==> config.mk <==
export PLATFORM = sky130hd
export DESIGN_NAME = bmpu_track
export DESIGN_NICKNAME = d
export VERILOG_FILES = /design/src/hw/rtl/bmpu_pkg.sv /design/src/hw/rtl/bmpu_track.sv
export SDC_FILE = /design/constraint.sdc
export NUM_CORES = 1
export LEC_CHECK = 0
export ABC_AREA = 0
export BUFFER_PORTS_ARGS = -buffer_cell sky130_fd_sc_hd__buf_2
export CAP_MARGIN = 20
export CORE_AREA = 2 2 160 162
export DETAILED_ROUTE_END_ITERATION = 7
export DIE_AREA = 0 0 162 164
export GPL_TIMING_DRIVEN = 0
export PLACE_DENSITY = 0.6
export SLEW_MARGIN = 0
export SYNTH_ARGS = -nofsm -noshare
export SYNTH_HDL_FRONTEND = slang
export SYNTH_SLANG_ARGS = --single-unit
==> constraint.sdc <==
create_clock -name clk -period 6 [get_ports clk]
set_input_delay 0.3 -clock clk [delete_from_list [all_inputs] [get_ports clk]]
set_output_delay 0.3 -clock clk [all_outputs]
set_load 0.01 [all_outputs]
==> src/hw/rtl/bmpu_pkg.sv <==
// Shared types and constants for the BMP raster pixel unpacker.
// Holds the transfer payload structs, register indexes and pixel mode codes.
// No dependencies; every other file of the block refers to it by scoped names.
package bmpu_pkg;

    localparam int MAX_WIDTH_DEF     = 4096;
    localparam int MAX_HEIGHT_DEF    = 4096;
    localparam int PALETTE_DEPTH_DEF = 256;

    // Pixel mode codes held in the pixel_mode register.
    localparam logic [2:0] MODE_1BPP  = 3'd0;
    localparam logic [2:0] MODE_4BPP  = 3'd1;
    localparam logic [2:0] MODE_8BPP  = 3'd2;
    localparam logic [2:0] MODE_16BPP = 3'd3;
    localparam logic [2:0] MODE_24BPP = 3'd4;
    localparam logic [2:0] MODE_32BPP = 3'd5;

    // Configuration register indexes.
    localparam logic [1:0] REG_PIXEL_MODE   = 2'd0;
    localparam logic [1:0] REG_IMAGE_WIDTH  = 2'd1;
    localparam logic [1:0] REG_IMAGE_HEIGHT = 2'd2;

    // Input item actions.
    localparam logic ACTION_PALETTE = 1'b0;
    localparam logic ACTION_RASTER  = 1'b1;

    typedef struct packed {
        logic       action;
        logic [7:0] palette_index;
        logic [7:0] palette_red;
        logic [7:0] palette_green;
        logic [7:0] palette_blue;
        logic [7:0] raster_byte;
    } item_t;

    typedef struct packed {
        logic [7:0]  red;
        logic [7:0]  green;
        logic [7:0]  blue;
        logic [11:0] row;
        logic [11:0] column;
        logic        last_of_run;
        logic        frame_done;
    } pixel_t;

    typedef struct packed {
        logic [2:0]  pixel_mode;
        logic [12:0] image_width;
        logic [12:0] image_height;
    } cfg_t;

    // Work handed from the position tracker to the pixel sequencer.
    // A palette write carries its index in data_byte and its color in rgb.
    typedef struct packed {
        logic        is_write;
        logic [2:0]  mode;
        logic [7:0]  data_byte;
        logic [11:0] column;
        logic [3:0]  count;
        logic [23:0] rgb;
        logic [11:0] row;
        logic        frame_end;
    } job_t;

    typedef struct packed {
        logic        wr_en;
        logic        rd_en;
        logic [7:0]  addr;
        logic [23:0] wdata;
    } pal_req_t;

endpackage

==> src/hw/rtl/bmpu_track.sv <==
// Raster position tracker: row, column and pitch counters and pixel assembly.
// Makes a job for each accepted palette entry and each accepted raster byte that yields pixels. Depends on bmpu_pkg.
module bmpu_track #(
    parameter int MAX_WIDTH  = bmpu_pkg::MAX_WIDTH_DEF,
    parameter int MAX_HEIGHT = bmpu_pkg::MAX_HEIGHT_DEF
) (
    input  logic             clk,
    input  logic             rst_n,
    input  bmpu_pkg::cfg_t   cfg,
    input  logic             accept,
    input  bmpu_pkg::item_t  item,
    output logic             job_load,
    output bmpu_pkg::job_t   job
);

    localparam int CW = $clog2(MAX_WIDTH + 1);
    localparam int RW = $clog2(MAX_HEIGHT + 1);
    localparam int PW = CW + 3;

    logic [PW-1:0] byte_in_row_reg,      byte_in_row_next;
    logic [RW-1:0] file_row_reg,         file_row_next;
    logic [CW-1:0] pixel_column_reg,     pixel_column_next;
    logic [15:0]   pixel_bytes_held_reg, pixel_bytes_held_next;
    logic [1:0]    byte_in_pixel_reg,    byte_in_pixel_next;

    logic [CW-1:0] w;
    logic [RW-1:0] h;
    logic [PW-1:0] row_bytes;
    logic [PW-1:0] pitch;
    logic [CW-1:0] remaining;
    logic [CW-1:0] column_sum;
    logic [3:0]    count;
    logic [23:0]   rgb;
    logic [7:0]    b;
    logic [15:0]   clr;
    logic          raster_ok;
    logic          row_end;
    logic          last_row;
    logic [11:0]   row_out;

    assign b         = item.raster_byte;
    assign raster_ok = (item.action == bmpu_pkg::ACTION_RASTER)
                       && (cfg.pixel_mode <= bmpu_pkg::MODE_32BPP);

    always_comb
    begin
        if (cfg.image_width == 13'd0)
            w = CW'(1);
        else if (32'(cfg.image_width) > MAX_WIDTH)
            w = CW'(MAX_WIDTH);
        else
            w = CW'(cfg.image_width);

        if (cfg.image_height == 13'd0)
            h = RW'(1);
        else if (32'(cfg.image_height) > MAX_HEIGHT)
            h = RW'(MAX_HEIGHT);
        else
            h = RW'(cfg.image_height);
    end

    always_comb
    begin
        unique case (cfg.pixel_mode)
            bmpu_pkg::MODE_1BPP:  row_bytes = (PW'(w) + PW'(7)) >> 3;
            bmpu_pkg::MODE_4BPP:  row_bytes = (PW'(w) + PW'(1)) >> 1;
            bmpu_pkg::MODE_8BPP:  row_bytes = PW'(w);
            bmpu_pkg::MODE_16BPP: row_bytes = PW'(w) << 1;
            bmpu_pkg::MODE_24BPP: row_bytes = PW'(w) + (PW'(w) << 1);
            bmpu_pkg::MODE_32BPP: row_bytes = PW'(w) << 2;
            default:              row_bytes = PW'(w);
        endcase
        pitch = (row_bytes + PW'(3)) & ~PW'(3);
    end

    always_comb
    begin
        count                 = 4'd0;
        rgb                   = 24'd0;
        pixel_bytes_held_next = pixel_bytes_held_reg;
        byte_in_pixel_next    = byte_in_pixel_reg;
        remaining             = w - pixel_column_reg;
        clr                   = {b, pixel_bytes_held_reg[7:0]};

        if (pixel_column_reg < w)
        begin
            unique case (cfg.pixel_mode)
                bmpu_pkg::MODE_1BPP:
                    count = (32'(remaining) >= 32'd8) ? 4'd8 : 4'(remaining);
                bmpu_pkg::MODE_4BPP:
                    count = (32'(remaining) >= 32'd2) ? 4'd2 : 4'd1;
                bmpu_pkg::MODE_8BPP:
                    count = 4'd1;
                bmpu_pkg::MODE_16BPP:
                begin
                    if (byte_in_pixel_reg == 2'd0)
                    begin
                        pixel_bytes_held_next = {8'd0, b};
                        byte_in_pixel_next    = 2'd1;
                    end
                    else
                    begin
                        count = 4'd1;
                        rgb   = {clr[14:10], 3'd0, clr[9:5], 3'd0, clr[4:0], 3'd0};
                        pixel_bytes_held_next = 16'd0;
                        byte_in_pixel_next    = 2'd0;
                    end
                end
                bmpu_pkg::MODE_24BPP, bmpu_pkg::MODE_32BPP:
                begin
                    if (byte_in_pixel_reg == 2'd0)
                    begin
                        pixel_bytes_held_next = pixel_bytes_held_reg | {8'd0, b};
                        byte_in_pixel_next    = 2'd1;
                    end
                    else if (byte_in_pixel_reg == 2'd1)
                    begin
                        pixel_bytes_held_next = pixel_bytes_held_reg | {b, 8'd0};
                        byte_in_pixel_next    = 2'd2;
                    end
                    else if (byte_in_pixel_reg == 2'd2
                             || cfg.pixel_mode == bmpu_pkg::MODE_24BPP)
                    begin
                        // File order is blue, green, red.
                        count = 4'd1;
                        rgb   = {b, pixel_bytes_held_reg[15:8], pixel_bytes_held_reg[7:0]};
                        pixel_bytes_held_next = 16'd0;
                        byte_in_pixel_next =
                            (cfg.pixel_mode == bmpu_pkg::MODE_32BPP) ? 2'd3 : 2'd0;
                    end
                    else
                    begin
                        // The fourth byte of a 32-bit pixel is dropped.
                        byte_in_pixel_next = 2'd0;
                    end
                end
                default:
                begin
                    count = 4'd0;
                end
            endcase
        end
        else if (cfg.pixel_mode == bmpu_pkg::MODE_32BPP && byte_in_pixel_reg == 2'd3)
        begin
            byte_in_pixel_next = 2'd0;
        end

        column_sum        = pixel_column_reg + CW'(count);
        pixel_column_next = column_sum;
        row_end = ((PW+1)'(byte_in_row_reg) + (PW+1)'(1)) >= (PW+1)'(pitch);
        file_row_next     = file_row_reg;
        byte_in_row_next  = byte_in_row_reg + PW'(1);

        if (row_end)
        begin
            byte_in_row_next      = PW'(0);
            pixel_column_next     = CW'(0);
            pixel_bytes_held_next = 16'd0;
            byte_in_pixel_next    = 2'd0;
            if (((RW+1)'(file_row_reg) + (RW+1)'(1)) >= (RW+1)'(h))
                file_row_next = RW'(0);
            else
                file_row_next = file_row_reg + RW'(1);
        end
    end

    assign last_row = (((RW+1)'(file_row_reg) + (RW+1)'(1)) == (RW+1)'(h));
    assign row_out  = (file_row_reg < h) ? 12'(h - RW'(1) - file_row_reg) : 12'd0;

    always_comb
    begin
        job           = '0;
        job.mode      = cfg.pixel_mode;
        job.column    = 12'(pixel_column_reg);
        job.count     = count;
        job.row       = row_out;
        job.frame_end = last_row && (column_sum == w);
        if (item.action == bmpu_pkg::ACTION_PALETTE)
        begin
            job.is_write  = 1'b1;
            job.data_byte = item.palette_index;
            job.rgb       = {item.palette_red, item.palette_green, item.palette_blue};
        end
        else
        begin
            job.data_byte = b;
            job.rgb       = rgb;
        end
    end

    assign job_load = accept && ((item.action == bmpu_pkg::ACTION_PALETTE)
                                 || (raster_ok && count != 4'd0));

    always_ff @(posedge clk or negedge rst_n)
    begin
        if (!rst_n)
        begin
            byte_in_row_reg      <= '0;
            file_row_reg         <= '0;
            pixel_column_reg     <= '0;
            pixel_bytes_held_reg <= '0;
            byte_in_pixel_reg    <= '0;
        end
        else if (accept && raster_ok)
        begin
            byte_in_row_reg      <= byte_in_row_next;
            file_row_reg         <= file_row_next;
            pixel_column_reg     <= pixel_column_next;
            pixel_bytes_held_reg <= pixel_bytes_held_next;
            byte_in_pixel_reg    <= byte_in_pixel_next;
        end
    end

endmodule

==> results by group <==
STA
  – Final setup fails: 1
  – Final Hold Fails: 0
  – Clock skew: 0.01035 ns
  – Max Freq: 164.3 MHz
  – Tmin final: 6.085 ns
  – Measured slew at the worst slew-check pin: 0.9491 ns
  – Final setup margin: -0.08526 ns
  – Final-report max-slew violation count: 0
  – RSZ-0062 raised after global routing: yes
  – Max_slew headroom: around 36%
  – Post-Route Setup TNS: -0.08526 ns
  – Final cycle utilization of the critical path: 101.4%

Setup path
  – Crit path from: cfg[25]
  – Crit-path slowest cell: fa_2
  – RR Startpoint: pixel_column_reg[10]$_DFFE_PN0P_
  – Biggest cell delay along the critical path: 0.35 ns
  – Critical path startpoint category: input pin
  – CP most frequent cell: clkbuf_16
  – CP required: approximately 5.7 ns
  – CP Capture Type: primary output
  – Crit path kind: input pin to primary output
  – Worst EP arrival: 5.79 ns
  – Worst-path fanout max: 19

Power
  – Combinational share of power: a little under half
  – Worst VDD drop: 0.1243 mV
  – Clock power share: 27.9%
  – Sw Pwr: 750.6 uW
  – Internal: 1239 uW
  – Switching share of power: 37.72%
  – Final Total Pwr: about 2000 uW
  – Sequential share of power: between 20% and 30%
  – P_leak: between 0.004 and 0.005 uW
  – PD cells: 185.5 nW/um^2

Floorplan
  – Core area: 24820 sq um
  – Horiz. Die Dim: roughly 160 um
  – Die Ht: 164 um
  – Die area: about 27000 sq um
  – Std cell rows: just under 60
  – Ports: around 140
  – Starting Density: 34.52%

Cells and area
  – Multi-input logic area: between 6000 and 7000 sq um
  – Final #Nets: 1472
  – Fraction of layout cells with a size suffix above 1: a little under a quarter
  – Post-Route Utilization: between 40 and 50%
  – N_diodes: 0
  – Fin cells: 1653
  – Layout fillers: 2563
  – Area Overhead vs Synth: 25.20%
  – Design Area, Final: between 10000 and 15000 sq um
  – Register area: 1501 sq um

Route
  – Routed vias/inst: between 5 and 6
  – Wire per inst: 17.31 um
  – Post-DRT Antenna Nets: 0
  – Via count: between 9000 and 10000
  – 1st-iter DRT viols: 777
  – Post-Route WL: 28620 um
  – DR pass1 iterations: 6
  – Post-route DRC: 0

Synth
  – Cell area after synthesis: 8568 sq um
  – YS warnings: 0
  – Top-count cell post-synth: nand2_1
  – Commonest cells in the netlist: 121 x nand2_1, 87 x o21ai_0, 78 x inv_1
  – Post-synth top area share: roughly 18%
  – Sequential fraction of the synthesis area: 17.52%
  – Leading area contributor after synthesis: dfrtp_1
  – Post-synth ARST share: 100.0%
  – Synth top area cells: dfrtp_1 18%, ha_1 11%, xnor2_1 7.8%
  – FF+latch count, synth: 60
  – Synth cell types: 86
  – Post-synth EDFFs: 0
  – Mean Syn Cell Area: approximately 7.5 sq um
  – Cells after synthesis: 1143
  – Predominant post-synthesis flop cell: dfrtp_1
  – Net count after synthesis: 1297

Clocking
  – Clk slew on worst S/H paths: ~0.060 ns
  – CTS tree: done
  – # hold bufs at CTS: 0
  – Root Driver: clkbuf_16
  – Clock latency on the worst-skew pair: 0.33 ns
  – H-tree level count: 3
  – CTS Buf Count: 9
  – Deepest clock path buffer count: 2
  – Clk sink count: 60

GRT
  – Largest net degree at the start of global routing: 61
  – First-pass GRT wire length: between 40000 and 50000 um
  – GRT Total Usage: 20.73%
  – Initial antenna violation count: 0
  – Vias in the first global route: 8348
  – Remaining Overflow, GRT: 0

Run
  – Max Cap Violations: 0

Placement
  – Placed Cells: 1608
  – DP HPWL: 22230 um
  – Port Buffer Count: between 100 and 150
  – Placer's final routability congestion estimate: 0.9279
  – Dpl cell area: 9736 sq um

Run status
  – Violated checks: setup timing
  – Status: finished, violations left

Worst hold path
  – Hold WC Path Type: input pin to asynchronous set/reset pin
final cells by class:
class / count / area share, %
Buffer: 74 / 4.280
Clock inverter: 5 / 0.6998
Clock buffer: 11 / 2.263
Sequential cell: 60 / 14.00
Inverter: 83 / 2.939
Tap cell: 330 / 3.849
Multi-Input combinational cell: 918 / 62.50
Timing Repair Buffer: 172 / 9.470
cells by family (layout without fill, tap and decap cells):
kind of cell    count (synthesis)  count (layout)  synth area share [%]
flops                          60              60                 17.52
simple gates                  402             402                 24.52
compound gates                325             325                 25.92
other cells                     1               1               0.04377
xor+xnor                       90              90                 9.200
buf+inv                       165             345                 8.265
mux                            17              17                 2.117
fa+ha+maj                      83              83                 12.41
routing by layer:
metal  GRT usage [%]  vias to the layer above  part of all wire [%]
met5               0                        -                     0
met1           28.28                     4266                    46
li1                -                     4452                     -
met3           2.121                       51                   4.6
met2           34.45                      284                    47
met4           6.637                        0                   3.0
per-stage QoR:
step           setup WS, ns  hold slack, ns
2_1_floorplan      0.008136        0.004409
3_3_place_gp         -1.642          0.4703
3_5_place_dp         -1.626          0.4333
4_1_cts             -0.1686         0.07777
5_1_grt             -0.3036          0.1184
6_report           -0.08526         0.04434
power groups by stage:
stage	registers, uW	clock network (uW)	logic (uW)
floorplan	504	0	579
global route	533	586	992
global placement	525	0	788
detailed placement	526	0	799
CTS	521	563	873
finish	525	555	910
worst paths after layout:
kind / to / slack [ns] / cells after the start
max in group asynchronous: file_row_reg[4]$_DFFE_PN0P_ / 5.43 / 1
worst min-delay path: pixel_bytes_held_reg[0]$_DFFE_PN0P_ / 0.04 / 1
worst max-delay path: job[0] / -0.09 / 30
worst min register to register: pixel_column_reg[12]$_DFFE_PN0P_ / 0.49 / 2
min in group clk: pixel_bytes_held_reg[7]$_DFFE_PN0P_ / 0.25 / 2
worst max register to register: pixel_column_reg[10]$_DFFE_PN0P_ / 0.98 / 21
cells in the final DEF (no fill, tap or decap), types with 23 or more instances in the layout:
cell	netlist	final
a21oi_1	59	54
a22o_1	35	35
buf_2	11	134
buf_4	16	51
clkbuf_1	50	39
dfrtp_1	60	60
ha_1	77	74
inv_1	78	75
nand2_1	121	120
nand2b_1	27	23
nand3_1	52	51
nor2_1	62	58
nor2b_1	29	29
o21ai_0	87	86
xnor2_1	76	75
repair_timing:
action / CTS / global route
buffers inserted: 25 / 12
resized for setup: 60 / 45
pin swaps: 19 / 29
setup endpoints to repair: 61 / 61
critical path, delay by kind of cell:
family | cells | cell delay [ns]
xor+xnor | 2 | 0.35
simple gates | 10 | 1.57
compound gates | 5 | 0.96
fa+ha+maj | 4 | 1.19
buf+inv | 8 | 1.06
mux | 1 | 0.34
Power figures use the tool's default switching activity.
