--- src/hw/rtl/bmpu_pkg.sv ---
// Shared types and constants for the BMP raster pixel unpacker.
// Holds the transfer payload structs, register indexes and pixel mode codes.
// No dependencies; every other file of the block refers to it by scoped names.
package bmpu_pkg;

    localparam int MAX_WIDTH_DEF     = 4096;
    localparam int MAX_HEIGHT_DEF    = 4096;
    localparam int PALETTE_DEPTH_DEF = 256;

    // Pixel mode codes held in the pixel_mode register.
    localparam logic [2:0] MODE_1BPP  = 3'd0;
    localparam logic [2:0] MODE_4BPP  = 3'd1;
    localparam logic [2:0] MODE_8BPP  = 3'd2;
    localparam logic [2:0] MODE_16BPP = 3'd3;
    localparam logic [2:0] MODE_24BPP = 3'd4;
    localparam logic [2:0] MODE_32BPP = 3'd5;

    // Configuration register indexes.
    localparam logic [1:0] REG_PIXEL_MODE   = 2'd0;
    localparam logic [1:0] REG_IMAGE_WIDTH  = 2'd1;
    localparam logic [1:0] REG_IMAGE_HEIGHT = 2'd2;

    // Input item actions.
    localparam logic ACTION_PALETTE = 1'b0;
    localparam logic ACTION_RASTER  = 1'b1;

    typedef struct packed {
        logic       action;
        logic [7:0] palette_index;
        logic [7:0] palette_red;
        logic [7:0] palette_green;
        logic [7:0] palette_blue;
        logic [7:0] raster_byte;
    } item_t;

    typedef struct packed {
        logic [7:0]  red;
        logic [7:0]  green;
        logic [7:0]  blue;
        logic [11:0] row;
        logic [11:0] column;
        logic        last_of_run;
        logic        frame_done;
    } pixel_t;

    typedef struct packed {
        logic [2:0]  pixel_mode;
        logic [12:0] image_width;
        logic [12:0] image_height;
    } cfg_t;

    // Work handed from the position tracker to the pixel sequencer.
    // A palette write carries its index in data_byte and its color in rgb.
    typedef struct packed {
        logic        is_write;
        logic [2:0]  mode;
        logic [7:0]  data_byte;
        logic [11:0] column;
        logic [3:0]  count;
        logic [23:0] rgb;
        logic [11:0] row;
        logic        frame_end;
    } job_t;

    typedef struct packed {
        logic        wr_en;
        logic        rd_en;
        logic [7:0]  addr;
        logic [23:0] wdata;
    } pal_req_t;

endpackage

--- src/hw/rtl/bmpu_emit.sv ---
// Pixel sequencer: steps through a job one pixel a cycle unless the output
// stalls, drives the palette port and holds the output register. Depends on bmpu_pkg.
module bmpu_emit (
    input  logic               clk,
    input  logic               rst_n,
    input  logic               job_load,
    input  bmpu_pkg::job_t     job,
    output logic               job_ready,
    output bmpu_pkg::pal_req_t pal_req,
    input  logic [23:0]        pal_rdata,
    output logic               pixel_valid,
    input  logic               pixel_ready,
    output bmpu_pkg::pixel_t   pixel
);

    logic             job_valid_reg, job_valid_next;
    bmpu_pkg::job_t   job_reg;
    logic [2:0]       step_reg, step_next;
    logic             out_valid_reg, out_valid_next;
    bmpu_pkg::pixel_t out_reg;
    logic             use_pal_reg;

    logic             advance;
    logic             issue;
    logic             issue_pixel;
    logic             last_step;
    logic             done;
    logic             use_pal;
    logic [7:0]       index;
    bmpu_pkg::pixel_t out_next;

    assign advance     = !out_valid_reg || pixel_ready;
    assign issue       = job_valid_reg && advance;
    assign issue_pixel = issue && !job_reg.is_write;
    assign last_step   = ({1'b0, step_reg} + 4'd1) == job_reg.count;
    assign done        = issue && (job_reg.is_write || last_step);
    assign job_ready   = !job_valid_reg || done;
    assign use_pal     = (job_reg.mode <= bmpu_pkg::MODE_8BPP);

    always_comb
    begin
        unique case (job_reg.mode)
            bmpu_pkg::MODE_1BPP: index = {7'd0, job_reg.data_byte[~step_reg]};
            bmpu_pkg::MODE_4BPP: index = (step_reg == 3'd0) ? {4'd0, job_reg.data_byte[7:4]}
                                                            : {4'd0, job_reg.data_byte[3:0]};
            default:             index = job_reg.data_byte;
        endcase
    end

    always_comb
    begin
        pal_req.wr_en = issue && job_reg.is_write;
        pal_req.rd_en = issue_pixel && use_pal;
        pal_req.addr  = job_reg.is_write ? job_reg.data_byte : index;
        pal_req.wdata = job_reg.rgb;
    end

    always_comb
    begin
        out_next.red         = job_reg.rgb[23:16];
        out_next.green       = job_reg.rgb[15:8];
        out_next.blue        = job_reg.rgb[7:0];
        out_next.row         = job_reg.row;
        out_next.column      = job_reg.column + 12'(step_reg);
        out_next.last_of_run = last_step;
        out_next.frame_done  = last_step && job_reg.frame_end;
    end

    always_comb
    begin
        job_valid_next = job_valid_reg;
        step_next      = step_reg;
        if (job_load)
        begin
            job_valid_next = 1'b1;
            step_next      = 3'd0;
        end
        else if (done)
        begin
            job_valid_next = 1'b0;
            step_next      = 3'd0;
        end
        else if (issue)
        begin
            step_next = step_reg + 3'd1;
        end

        if (issue_pixel)
            out_valid_next = 1'b1;
        else if (pixel_ready)
            out_valid_next = 1'b0;
        else
            out_valid_next = out_valid_reg;
    end

    always_ff @(posedge clk or negedge rst_n)
    begin
        if (!rst_n)
        begin
            job_valid_reg <= 1'b0;
            step_reg      <= 3'd0;
            out_valid_reg <= 1'b0;
        end
        else
        begin
            job_valid_reg <= job_valid_next;
            step_reg      <= step_next;
            out_valid_reg <= out_valid_next;
        end
    end

    always_ff @(posedge clk)
    begin
        if (job_load)
        begin
            job_reg <= job;
        end
        if (issue_pixel)
        begin
            out_reg     <= out_next;
            use_pal_reg <= use_pal;
        end
    end

    // Palette colors come straight from the memory's registered read port,
    // which holds its data while the output stalls.
    always_comb
    begin
        pixel = out_reg;
        if (use_pal_reg)
        begin
            pixel.red   = pal_rdata[23:16];
            pixel.green = pal_rdata[15:8];
            pixel.blue  = pal_rdata[7:0];
        end
    end

    assign pixel_valid = out_valid_reg;

endmodule

--- config.mk ---
export PLATFORM = sky130hd
export DESIGN_NAME = bmpu_emit
export DESIGN_NICKNAME = d
export VERILOG_FILES = /design/src/hw/rtl/bmpu_pkg.sv /design/src/hw/rtl/bmpu_emit.sv
export SDC_FILE = /design/constraint.sdc
export NUM_CORES = 1
export LEC_CHECK = 0
export BUFFER_PORTS_ARGS = -buffer_cell sky130_fd_sc_hd__buf_4
export CAP_MARGIN = 20
export CORE_UTILIZATION = 50
export CTS_CLUSTER_SIZE = 10
export DETAILED_ROUTE_END_ITERATION = 7
export PLACE_DENSITY_LB_ADDON = 0.15
export SLEW_MARGIN = 25
export SYNTH_ARGS = -nofsm -noshare
export SYNTH_HDL_FRONTEND = slang
export SYNTH_SLANG_ARGS = --single-unit
--- constraint.sdc ---
create_clock -name clk -period 3.8 [get_ports clk]
set_input_delay 0.19 -clock clk [delete_from_list [all_inputs] [get_ports clk]]
set_output_delay 0.19 -clock clk [all_outputs]
set_load 0.1 [all_outputs]
==> flow_summary.ini, run 1 <==
[logic_synthesis]
ys_async_sr_fraction_pct = 4.13
synth_cell_types = 42
synthesis.nets = 398
avgSynthCellArea_um2 = 16.8
seq_area_frac_synth_pct = 71.8
syn_area_um2 = 5030
synth_edf_count = 116
ys_warn_count = 0
ys.flop_type = edfxtp_1
synth_seq_cells = 121
synthCells = 299

[worst_setup_path]
arrival_ns = 2.64
ff2ff_path_depth = 7
worstSetupStartpoint = step_reg[0]$_DFFE_PN0P_
critPathSlowestCell = dfrtp_1
crit_end = job_ready
slowest_delay_ns = 0.58
worst_ep_required_time_ns = 3.61
timing.critical_path.buf_inv = 2
crit_path_end_kind = primary output
path_max_fanout = 12
start_kind = flip-flop
crit_family = flip-flops
crit_chain = inv_1, ha_1, xnor2_1, nand2_1, o311ai_4, a21bo_1, buf_4
cp_num_cells = 7
reg2reg_slack_ns = 1.57
rr_startpoint = step_reg[0]$_DFFE_PN0P_
r2r-end = pixel[12]$_DFFE_PP_
worstSetupPathType = flip-flop to primary output

[timing]
setup_tns_ns = 0
worst_pin_slew_ns = 0.988
finClkSkew_ns = 0.00441
maxSlewViolCount = 0
rsz0062_at_grt = no
fin_crit_ns = 2.83
fmax_ghz = 0.354
max_slew_margin_pct = 34.1
hold_viol = 0
setup_violations = 0
period_share_pct = 74.4

[clock_tree]
cts_max_path_buffers = 2
clockRootBuffer = clkbuf_8
cts_max_level = 4
insertion_delay_ns = 0.50
cts.clk_slew.worst_paths_ns = 0.05
cts_setup_buffers = 0
cts_buffers = 17
cts_tree = done
clock-sinks = 121

[job]
drv_cap = 0

[detailed_routing]
post_drt_wl_per_cell_um = 14.9
routed_via_density = 4.65
wl_met1_um = 3790
vias = 3033
wl_met3_um = 616
drc_errors = 0
wl_met2_um = 5200
ant_nets = 0
highest_layer = met4
firstDrtPassIters = 5
routed_wl_um = 9730
drt_iter0_markers = 69

[place]
place_congestion = 0.774
dp_hpwl_um = 6230
dp_cells = 555
portBuffers = 178

[cells_and_area]
regArea_um2 = 3610
area.growth.synth_to_final_pct = 46.5
instances_no_fill = 652
multiInputGateArea_um2 = 985
fill_cells = 578
largest_register_ffs = 41
diodes = 0
fin_nets = 607
drive_gt1_share_pct = 45.7

[floorplanning]
core_area_um2 = 9770
boundaryPins = 179
dieArea_um2 = 10500
start_util_pct = 51.4
die_h_um = 102
dieWidth_um = 102
num_rows = 36

[global_routing]
grt_use_total_pct = 19.3
grt_start_max_net_pins = 74
grt_first_pass_wirelength_um = 14500
antenna_found_initial = 0
gr-total-overflow = 0
grt_pass1_vias = 3019

[run_status]
status = complete, no violations

[pwr]
p_leak_nw = 3.01
ir_drop_uv = 298
power.density_nw_per_um2 = 606

[hold_path]
hold_path_depth = 3
hold_path_class = input port to flip-flop
==> per-layer routing <==
layer | track usage (%) | vias up
met2 | 33.7 | 114
met3 | 6.50 | 9
met5 | 0 | -
met1 | 20.9 | 1428
li1 | - | 1482
met4 | 9.89 | 0
==> logic make-up after synthesis <==
family	after synthesis	synth area share, %
multiplexers	29	6.90
AND/OR/NAND/NOR	41	4.68
XOR/XNOR	13	2.41
flip-flops	121	71.8
buffers and inverters	66	8.76
AO/OA/AOI/OAI	23	3.81
adder cells (fa/ha/maj)	6	1.64
==> tightest hold or removal path, cell delays in order <==
cell      delay, ns
buf_4          0.07
nand2b_1       0.16
o21ai_0        0.11
==> synthesized netlist by cell type (2+ instances only) <==
| master | count | area, µm² |
|---|---|---|
| nand3b_1 | 5 | 37.5 |
| mux4_2 | 2 | 45.0 |
| a21oi_1 | 4 | 20.0 |
| nor3b_1 | 2 | 15.0 |
| nand4_1 | 2 | 12.5 |
| o21ai_0 | 2 | 10.0 |
| nand2_1 | 6 | 22.5 |
| and4_1 | 2 | 17.5 |
| nor2_1 | 8 | 30.0 |
| xnor2_1 | 7 | 61.3 |
| nand2b_1 | 2 | 12.5 |
| ha_1 | 5 | 62.6 |
| mux2i_1 | 2 | 20.0 |
| clkbuf_1 | 2 | 7.51 |
| mux2_2 | 25 | 282 |
| dfrtp_1 | 5 | 125 |
| a22o_1 | 6 | 52.6 |
| edfxtp_1 | 116 | 3480 |
| buf_4 | 50 | 375 |
| or3_1 | 2 | 12.5 |
| and2_1 | 6 | 37.5 |
| nand3_1 | 2 | 10.0 |
| buf_2 | 4 | 20.0 |
| xor2_1 | 5 | 43.8 |
| inv_1 | 10 | 37.5 |
==> final cells by class <==
type | count | area share [%]
clock buffer | 18 | 5.68
clock inverter | 12 | 1.82
inverter | 10 | 0.510
multi-input combinational | 112 | 13.4
sequential | 121 | 49.0
tap | 133 | 2.26
timing repair buffer | 246 | 27.4
==> per-stage QoR <==
step	instance area [µm²]	hold slack (ns)	utilization [%]	setup WS [ns]	power, W
global route	7360	0.113	75.3	0.770	0.00462
floorplan	5030	-0.106	-	0.135	0.00271
CTS	7360	0.0570	75.3	0.949	0.00449
detailed placement	6140	-0.00693	62.8	1.50	0.00294
global placement	6140	-0.00716	62.8	1.59	0.00292
finish	7360	0.0870	75.3	0.974	0.00446
==> power breakdown <==
| group | leakage [nW] | total [W] | switching [W] | internal, W |
|---|---|---|---|---|
| sequential | 1.18 | 0.00170 | 0.0000713 | 0.00163 |
| combinational | 1.55 | 0.00127 | 0.000952 | 0.000320 |
| clock | 0.272 | 0.00149 | 0.000518 | 0.000975 |
==> what timing repair did <==
action | in CTS | in global routing
gates resized for setup | 0 | 0
endpoints found under the hold margin | 70 | 0
hold buffers | 67 | 0
==> placed cells by master (no fill, tap or decap), types with 4 or more instances in the layout <==
cell           instances
nand2_1                6
clkinv_2               5
a21oi_1                4
dfrtp_1                5
buf_4                179
edfxtp_1             116
clkbuf_16             16
xor2_1                 5
nor2_1                 7
a22o_1                 6
inv_1                 10
and2_1                 6
ha_1                   5
mux2_2                25
dlygate4sd3_1         67
xnor2_1                7
nand3b_1               5
==> worst min path at each step <==
stage | startpoint | endpoint | slack, ns
after floorplan | rst_n | job_valid_reg$_DFFE_PN0P_ | -0.11
after global placement | rst_n | pixel_valid$_DFFE_PN0P_ | -0.007
after detailed placement | rst_n | pixel_valid$_DFFE_PN0P_ | -0.007
after CTS | pixel_ready | pixel_valid$_DFFE_PN0P_ | 0.06
after global routing | pixel_ready | pixel_valid$_DFFE_PN0P_ | 0.11
final | pixel_ready | pixel_valid$_DFFE_PN0P_ | 0.09
No activity file was read; power rests on OpenSTA's default activity.
==> run 2, diff against run 1 <==
--- a/config.mk
+++ b/config.mk
@@ -7,7 +7,7 @@
 export LEC_CHECK = 0
 export BUFFER_PORTS_ARGS = -buffer_cell sky130_fd_sc_hd__buf_4
 export CAP_MARGIN = 20
-export CORE_UTILIZATION = 50
+export CORE_UTILIZATION = 45
 export CTS_CLUSTER_SIZE = 10
 export DETAILED_ROUTE_END_ITERATION = 7
 export PLACE_DENSITY_LB_ADDON = 0.15
==> constraint.sdc (replaced) <==
create_clock -name clk -period 2.35 [get_ports clk]
set_input_delay 0.1175 -clock clk [delete_from_list [all_inputs] [get_ports clk]]
set_output_delay 0.1175 -clock clk [all_outputs]
set_load 0.1 [all_outputs]
==> run 2 against run 1 <==
Against the previous run:
- utilization fell by 4.9 points
- cell count rose by 2.9%
- largest cell class unchanged
- global-route usage fell by 0.60 points
- first-iteration DRC count rose by 81%
- total power rose by 67%
- die area rose by 11%
- design area rose by 3.7%
- critical path type unchanged
- hold slack got worse by 0.012 ns
==> flow_summary.ini, run 2 (synthesis gave the netlist of run 1 again) <==
[worst_setup_path]
cp_num_cells = 7
reg2reg_slack_ns = 0.26
worst_ep_required_time_ns = 2.23
worstSetupPathType = flip-flop to primary output
start_kind = flip-flop
crit_chain = inv_2, ha_4, xnor2_4, nand2_2, o311ai_4, a21bo_1, buf_12
arrival_ns = 2.21
ff2ff_path_depth = 8
crit_path_end_kind = primary output
rr_startpoint = step_reg[0]$_DFFE_PN0P_
path_max_fanout = 7
r2r-end = pixel[12]$_DFFE_PP_
critPathSlowestCell = dfrtp_2
crit_family = compound AO/OA/AOI/OAI gates
timing.critical_path.buf_inv = 2
slowest_delay_ns = 0.44

[floorplanning]
boundaryPins = 179
dieWidth_um = 108
die_h_um = 108
dieArea_um2 = 11600
num_rows = 38
core_area_um2 = 10800
start_util_pct = 46.4

[global_routing]
gr-total-overflow = 0
antenna_found_initial = 0
grt_pass1_vias = 3122
grt_first_pass_wirelength_um = 15600
grt_start_max_net_pins = 46
grt_use_total_pct = 18.7

[clock_tree]
clockRootBuffer = clkbuf_8
cts_tree = done
cts_buffers = 17
clock-sinks = 121
cts.clk_slew.worst_paths_ns = 0.06
cts_max_level = 4
cts_max_path_buffers = 2
insertion_delay_ns = 0.51

[timing]
setup_violations = 0
rsz0062_at_grt = yes
worst_pin_slew_ns = 0.437
period_share_pct = 99.0
hold_viol = 0
maxSlewViolCount = 0
finClkSkew_ns = 0.00902
fin_crit_ns = 2.33
max_slew_margin_pct = 70.9
hold_ws_ns = 0.0745
fmax_ghz = 0.430

[place]
place_congestion = 0.796
dp_cells = 567
dp_hpwl_um = 7020
portBuffers = 178

[cells_and_area]
area.growth.synth_to_final_pct = 51.9
final_cell_mix = buf_4, edfxtp_1, dlygate4sd3_1
largest_register_ffs = 41
fill_cells = 735
fin_nets = 618
instances_no_fill = 671
final_core_util_pct = 70.4
diodes = 0
final_common_cell = buf_4
drive_gt1_share_pct = 49.0

[detailed_routing]
drt_iter0_markers = 125
routed_via_density = 4.69
routed_wl_um = 10500
post_drt_wl_per_cell_um = 15.7
ant_nets = 0
drc_errors = 0
vias = 3145
firstDrtPassIters = 4

[pwr]
power_w = 0.00747
power.density_nw_per_um2 = 978
ir_drop_uv = 522
p_leak_nw = 3.09

[job]
drv_cap = 0

[hold_path]
worstHoldStart = job_load
hold_end = job_reg[60]$_DFFE_PP_
hold_path_class = input port to flip-flop
hold_path_depth = 1

[run_status]
status = complete, no violations
[run 2: worst max path at each step]
stage / startpoint / endpoint / slack [ns]
2_1_floorplan: pixel_valid$_DFFE_PN0P_ / pal_req[32] / -0.08
3_3_place_gp: step_reg[1]$_DFFE_PN0P_ / job_ready / 0.32
3_5_place_dp: step_reg[1]$_DFFE_PN0P_ / job_ready / 0.26
4_1_cts: step_reg[1]$_DFFE_PN0P_ / job_ready / -0.003
5_1_grt: step_reg[0]$_DFFE_PN0P_ / job_ready / -0.09
6_report: step_reg[0]$_DFFE_PN0P_ / job_ready / 0.02
[run 2: per-layer routing]
metal  track usage (%)  share of wire [%]  routed length (µm)  up-vias
met4              7.44                1.5                 155        0
met2              33.0                 53                5600      141
li1                  -                  -                   -     1506
met1              20.7                 37                3930     1482
met5                 0                  0                   0        -
met3              6.17                7.8                 818       16
[run 2: area by class of cell]
type                            count  area (µm²)  area share, %
Tap cell                          140         175           2.29
Inverter                           10        37.5          0.492
Sequential cell                   121        3610           47.3
Clock buffer                       21         429           5.62
Multi-Input combinational cell    112        1080           14.2
Clock inverter                     10         151           1.98
Timing Repair Buffer              257        2150           28.1
[run 2: per-stage QoR]
stage                     setup WS (ns)  instance area, µm²  setup TNS, ns
final                            0.0244                7630              0
after global routing            -0.0922                7630         -0.116
after CTS                      -0.00307                7580       -0.00307
after detailed placement          0.256                6220              0
after global placement            0.319                6220              0
after floorplan                 -0.0782                5050         -0.127
[run 2: where the power goes]
group          total (W)  switching, W  internal, W
clock            0.00255      0.000846      0.00170
combinational    0.00219       0.00159     0.000594
sequential       0.00273      0.000103      0.00263
total            0.00747       0.00254      0.00492
[run 2: repair_timing]
item,CTS,global route
pin swaps,5,2
setup endpoints to repair,5,5
gates resized for setup,18,6
hold buffers,67,0
hold endpoints to repair,70,0
setup buffers,5,1
